File: config.mk
export PLATFORM = sky130hd
export DESIGN_NAME = sstt_arith
export DESIGN_NICKNAME = d
export VERILOG_FILES = /design/src/hw/rtl/sorted_sparse_term_table_unit_assert.svh /design/src/hw/rtl/sstt_pkg.sv /design/src/hw/rtl/sstt_arith.sv
export SDC_FILE = /design/constraint.sdc
export NUM_CORES = 1
export LEC_CHECK = 0
export BUFFER_PORTS_ARGS = -buffer_cell sky130_fd_sc_hd__buf_4
export CORE_MARGIN = 3
export CORE_UTILIZATION = 25
export DETAILED_ROUTE_END_ITERATION = 16
export PLACE_DENSITY_LB_ADDON = 0.12
export SYNTH_ARGS = -nofsm -noshare
export SYNTH_HDL_FRONTEND = slang
export SYNTH_SLANG_ARGS = --single-unit
File: constraint.sdc
create_clock -name vclk -period 4.6
set_input_delay 0.69 -clock vclk [all_inputs]
set_output_delay 0.69 -clock vclk [all_outputs]
set_load 0.02 [all_outputs]
File: src/hw/rtl/sorted_sparse_term_table_unit_assert.svh
// assertion macros for the sorted sparse term table
// used by sorted_sparse_term_table_unit, needs clk and rst_n in scope
`ifndef SORTED_SPARSE_TERM_TABLE_UNIT_ASSERT_SVH
`define SORTED_SPARSE_TERM_TABLE_UNIT_ASSERT_SVH

// same-cycle implication
`define SSTT_ASSERT_NOW(lbl, ante, cons, msg) \
  lbl: assert property (@(posedge clk) disable iff (!rst_n) (ante) |-> (cons)) else $error(msg);

// next-cycle implication
`define SSTT_ASSERT_NEXT(lbl, ante, cons, msg) \
  lbl: assert property (@(posedge clk) disable iff (!rst_n) (ante) |=> (cons)) else $error(msg);

`endif

File: src/hw/rtl/sstt_pkg.sv
// shared types and constants for the sorted sparse term table
// no dependencies
package sstt_pkg;

  localparam int unsigned SSTT_MAX_TERMS = 64;
  localparam int unsigned SSTT_DATA_W    = 32;

  typedef enum logic [1:0] {
    CMD_PUSH  = 2'd0,
    CMD_READ  = 2'd1,
    CMD_CLEAR = 2'd2
  } sstt_cmd_t;

  typedef enum logic [2:0] {
    ST_OK    = 3'd0,
    ST_ZERO  = 3'd1,
    ST_FULL  = 3'd2,
    ST_RANGE = 3'd3,
    ST_SAT   = 3'd4
  } sstt_status_t;

  typedef enum logic {
    ARITH_CMP = 1'b0,
    ARITH_ADD = 1'b1
  } sstt_arith_op_t;

  typedef struct packed {
    logic                   gt;
    logic                   eq;
    logic                   sat;
    logic                   zero;
    logic [SSTT_DATA_W-1:0] value;
  } sstt_arith_res_t;

  typedef struct packed {
    logic [SSTT_DATA_W-1:0] coef;
    logic [SSTT_DATA_W-1:0] expo;
  } sstt_term_t;

endpackage

File: src/hw/rtl/sstt_arith.sv
// shared adder for exponent compare and saturating coefficient add
// depends on sstt_pkg
module sstt_arith (
  input  sstt_pkg::sstt_arith_op_t  op,
  input  logic signed [31:0]        a,
  input  logic signed [31:0]        b,
  output sstt_pkg::sstt_arith_res_t res
);
  import sstt_pkg::*;

  logic [32:0] a_x;
  logic [32:0] b_x;
  logic [32:0] s;
  logic        cin;
  logic        ovf;
  logic [31:0] val;

  always_comb begin
    a_x = {a[31], a};
    cin = 1'b0;
    b_x = {b[31], b};
    case (op)
      ARITH_CMP: begin
        b_x = ~{b[31], b};
        cin = 1'b1;
      end
      ARITH_ADD: begin
        b_x = {b[31], b};
        cin = 1'b0;
      end
      default: begin
        b_x = {b[31], b};
        cin = 1'b0;
      end
    endcase
    s   = a_x + b_x + {32'd0, cin};
    ovf = s[32] ^ s[31];
    if (ovf) begin
      val = s[32] ? 32'h8000_0000 : 32'h7fff_ffff;
    end else begin
      val = s[31:0];
    end
    res.gt    = !s[32] && (s != 33'd0);
    res.eq    = (s == 33'd0);
    res.sat   = ovf;
    res.zero  = (val == 32'd0);
    res.value = val;
  end

endmodule

==> metrics.md <==
| Metric | Value |
|---|---|
| Fill cell total of the finished layout | `1222` |
| Clock buffer count | `0` |
| Vias in the first global route | `around 3800` |
| Core region area | `11500 µm²` |
| Initial core utilization | `25.8%` |
| CP Capture Type | `output port` |
| Syn_area_per_cell | `6.90 µm²` |
| Startpoint types | `primary input` |
| Distinct cells, synth | `70` |
| # setup viols final | `0` |
| Worst path required time | `3.91 ns` |
| Slew Limit Fails | `0` |
| Gr ovfl total | `0` |
| DIE WIDTH | `115 µm` |
| Status | `finished clean` |
| Max cap viols | `0` |
| Largest net degree at the start of global routing | `17` |
| Die Height | `115 µm` |
| Largest cells by area after synthesis | `ha_1 13%, xnor2_1 12%, a21oi_1 8.1%` |
| Post-synth top area share | `about an eighth` |
| Most frequent cell after synthesis | `a21oi_1` |
| Via/cell ratio | `5.29` |
| Pwr Density | `296 nW/µm²` |
| Crit-path slowest cell | `ha_2` |
| Multi-input gate area | `2990 µm²` |
| Critical path origin | `op` |
| Worst setup path endpoint | `res[35]` |
| Cell Rows | `39` |
| Drt pass-1 iters | `5` |
| Detailed Route WL | `11600 µm` |
| Critical path fanouts, max | `5` |
| Avg WL per Cell | `15.9 µm` |
| Highest clock rate | `223 MHz` |
| First-pass GRT wire length | `roughly 18000 µm` |
| Initial antenna violation count | `0` |
| Critical Path, Cell by Cell | `buf_6 -> buf_4 -> xnor2_2 -> ha_2 -> and3_4 -> and3_1 -> o31a_1 -> or3_1 -> a222oi_1 -> nand4_1 -> nor4_2 -> nand4_1 -> and2_4 -> buf_6` |
| Post-route ant nets | `0` |
| Worst Tran Pin Value | `0.459 ns` |
| Slowest stage delay, CP | `0.34 ns` |
| Delay-heaviest family, CP | `simple AND/OR/NAND/NOR gates` |
| Max_slew headroom | `69.0%` |
| Crit path DAT | `3.79 ns` |
| Ratio of cells with drive above 1 in the final layout | `39.1%` |
| N_diodes | `0` |
| Post-Layout Cell Count | `729` |
| Worst Hold Depth | `4` |
| Final net count | `between 600 and 700` |
| Sequential fraction of the synthesis area | `0%` |
| Syn Inst Count | `about 430` |
| Hold Crit Class | `primary input to output port` |
| DP Worst Slack | `-0.0305 ns` |
| Tmin final | `around 4.5 ns` |
| Final hold vios | `0` |
| Top cells by count, synth | `48 x a21oi_1, 41 x xnor2_1, 40 x nand2_1` |
| # IOs | `101` |
| Area Growth Syn to Fin | `55.1%` |
| Final period utilization | `97.5%` |
| Detail Placement HPWL | `10000 µm` |
| Synthesized area | `2970 µm²` |
| Total power | `0.00136 W` |
| Buf+Inv Stages, Crit Path | `3` |
| Post-Syn Nets | `528` |
| Leakage Power | `2.05 nW` |
| FF+latch count | `0` |
| Worst setup path class | `primary input to output port` |
| Initial DRC count | `around 210` |
| Worst path depth | `14` |
| Via count | `3857` |
| Hold slack | `1.81 ns` |
| RePlAce Congestion | `0.929` |
| Ys Warns | `0` |
| DRC viols | `0` |
| PortBufs | `101` |
| Area of the die | `13200 µm²` |
| Worst-case vdd ir drop | `0.210 mV` |
| Total track usage | `16.6%` |
| Cells after DPL | `726` |
| Cell taking the most area after synthesis | `ha_1` |
| Setup ws final | `0.117 ns` |
| Reg area | `0 µm²` |
## per-layer routing
layer / wire [µm] / global-route usage, % / share of wire, %
met1: 5440 / 23.6 / 47
met2: 5600 / 29.5 / 48
met3: 452 / 0.368 / 3.9
met5: 0 / 0 / 0
met4: 65 / 1.02 / 0.56
## power by group
part	switching [W]	internal (W)
sequential	0	0
clock	0	0
combinational	0.000737	0.000627
## how the worst min path moves through the flow
stage               from     end  slack, ns
finish              a[0]  res[0]       1.81
global route        a[0]  res[0]       1.86
CTS                 a[0]  res[0]       1.82
detailed placement  a[0]  res[0]       1.81
global placement    a[0]  res[0]       1.82
floorplan           b[0]  res[0]       1.63
## cell type report
| type | instances | share of cell area (%) |
|---|---|---|
| Inverter | 10 | 0.814 |
| Multi-Input combinational cell | 397 | 64.9 |
| Tap cell | 143 | 3.88 |
| Timing Repair Buffer | 179 | 30.4 |
## layout by cell type (no fill, tap or decap), drive strengths merged, types with 8 or more instances in the layout
cell type,count
o211ai,10
nor3,8
nand2,40
inv,10
nor2,26
nand4,8
ha,31
and3,10
xnor2,41
maj3,9
buf,179
a21oi,50
nand3,8
o21ai,37
a21o,17
## logic make-up (layout without fill, tap and decap cells)
kind of cell / count (synthesis) / in the layout / share of synthesized area (%)
buffers and inverters: 34 / 189 / 5.60
adder cells (fa/ha/maj): 41 / 41 / 16.8
AO/OA/AOI/OAI: 167 / 167 / 37.1
AND/OR/NAND/NOR: 137 / 137 / 24.8
multiplexers: 6 / 6 / 2.19
XOR/XNOR: 46 / 46 / 13.6
## metrics by stage
step | utilization (%) | cell area, µm² | setup TNS, ns
floorplan | - | 2970 | 0
global placement | 38.2 | 4390 | -0.0351
detailed placement | 38.2 | 4390 | -0.0305
CTS | 38.2 | 4400 | 0
global route | 40.0 | 4610 | -0.0125
finish | 40.0 | 4610 | 0
## repair_timing
item                                   4_1_cts  5_1_grt
pin swaps                                    0       18
setup endpoints to repair                    1       32
hold buffers                                 0        0
setup buffers                                0        3
endpoints found under the hold margin        0        0
resized for setup                            2       42
(Power assumes the default switching activity.)
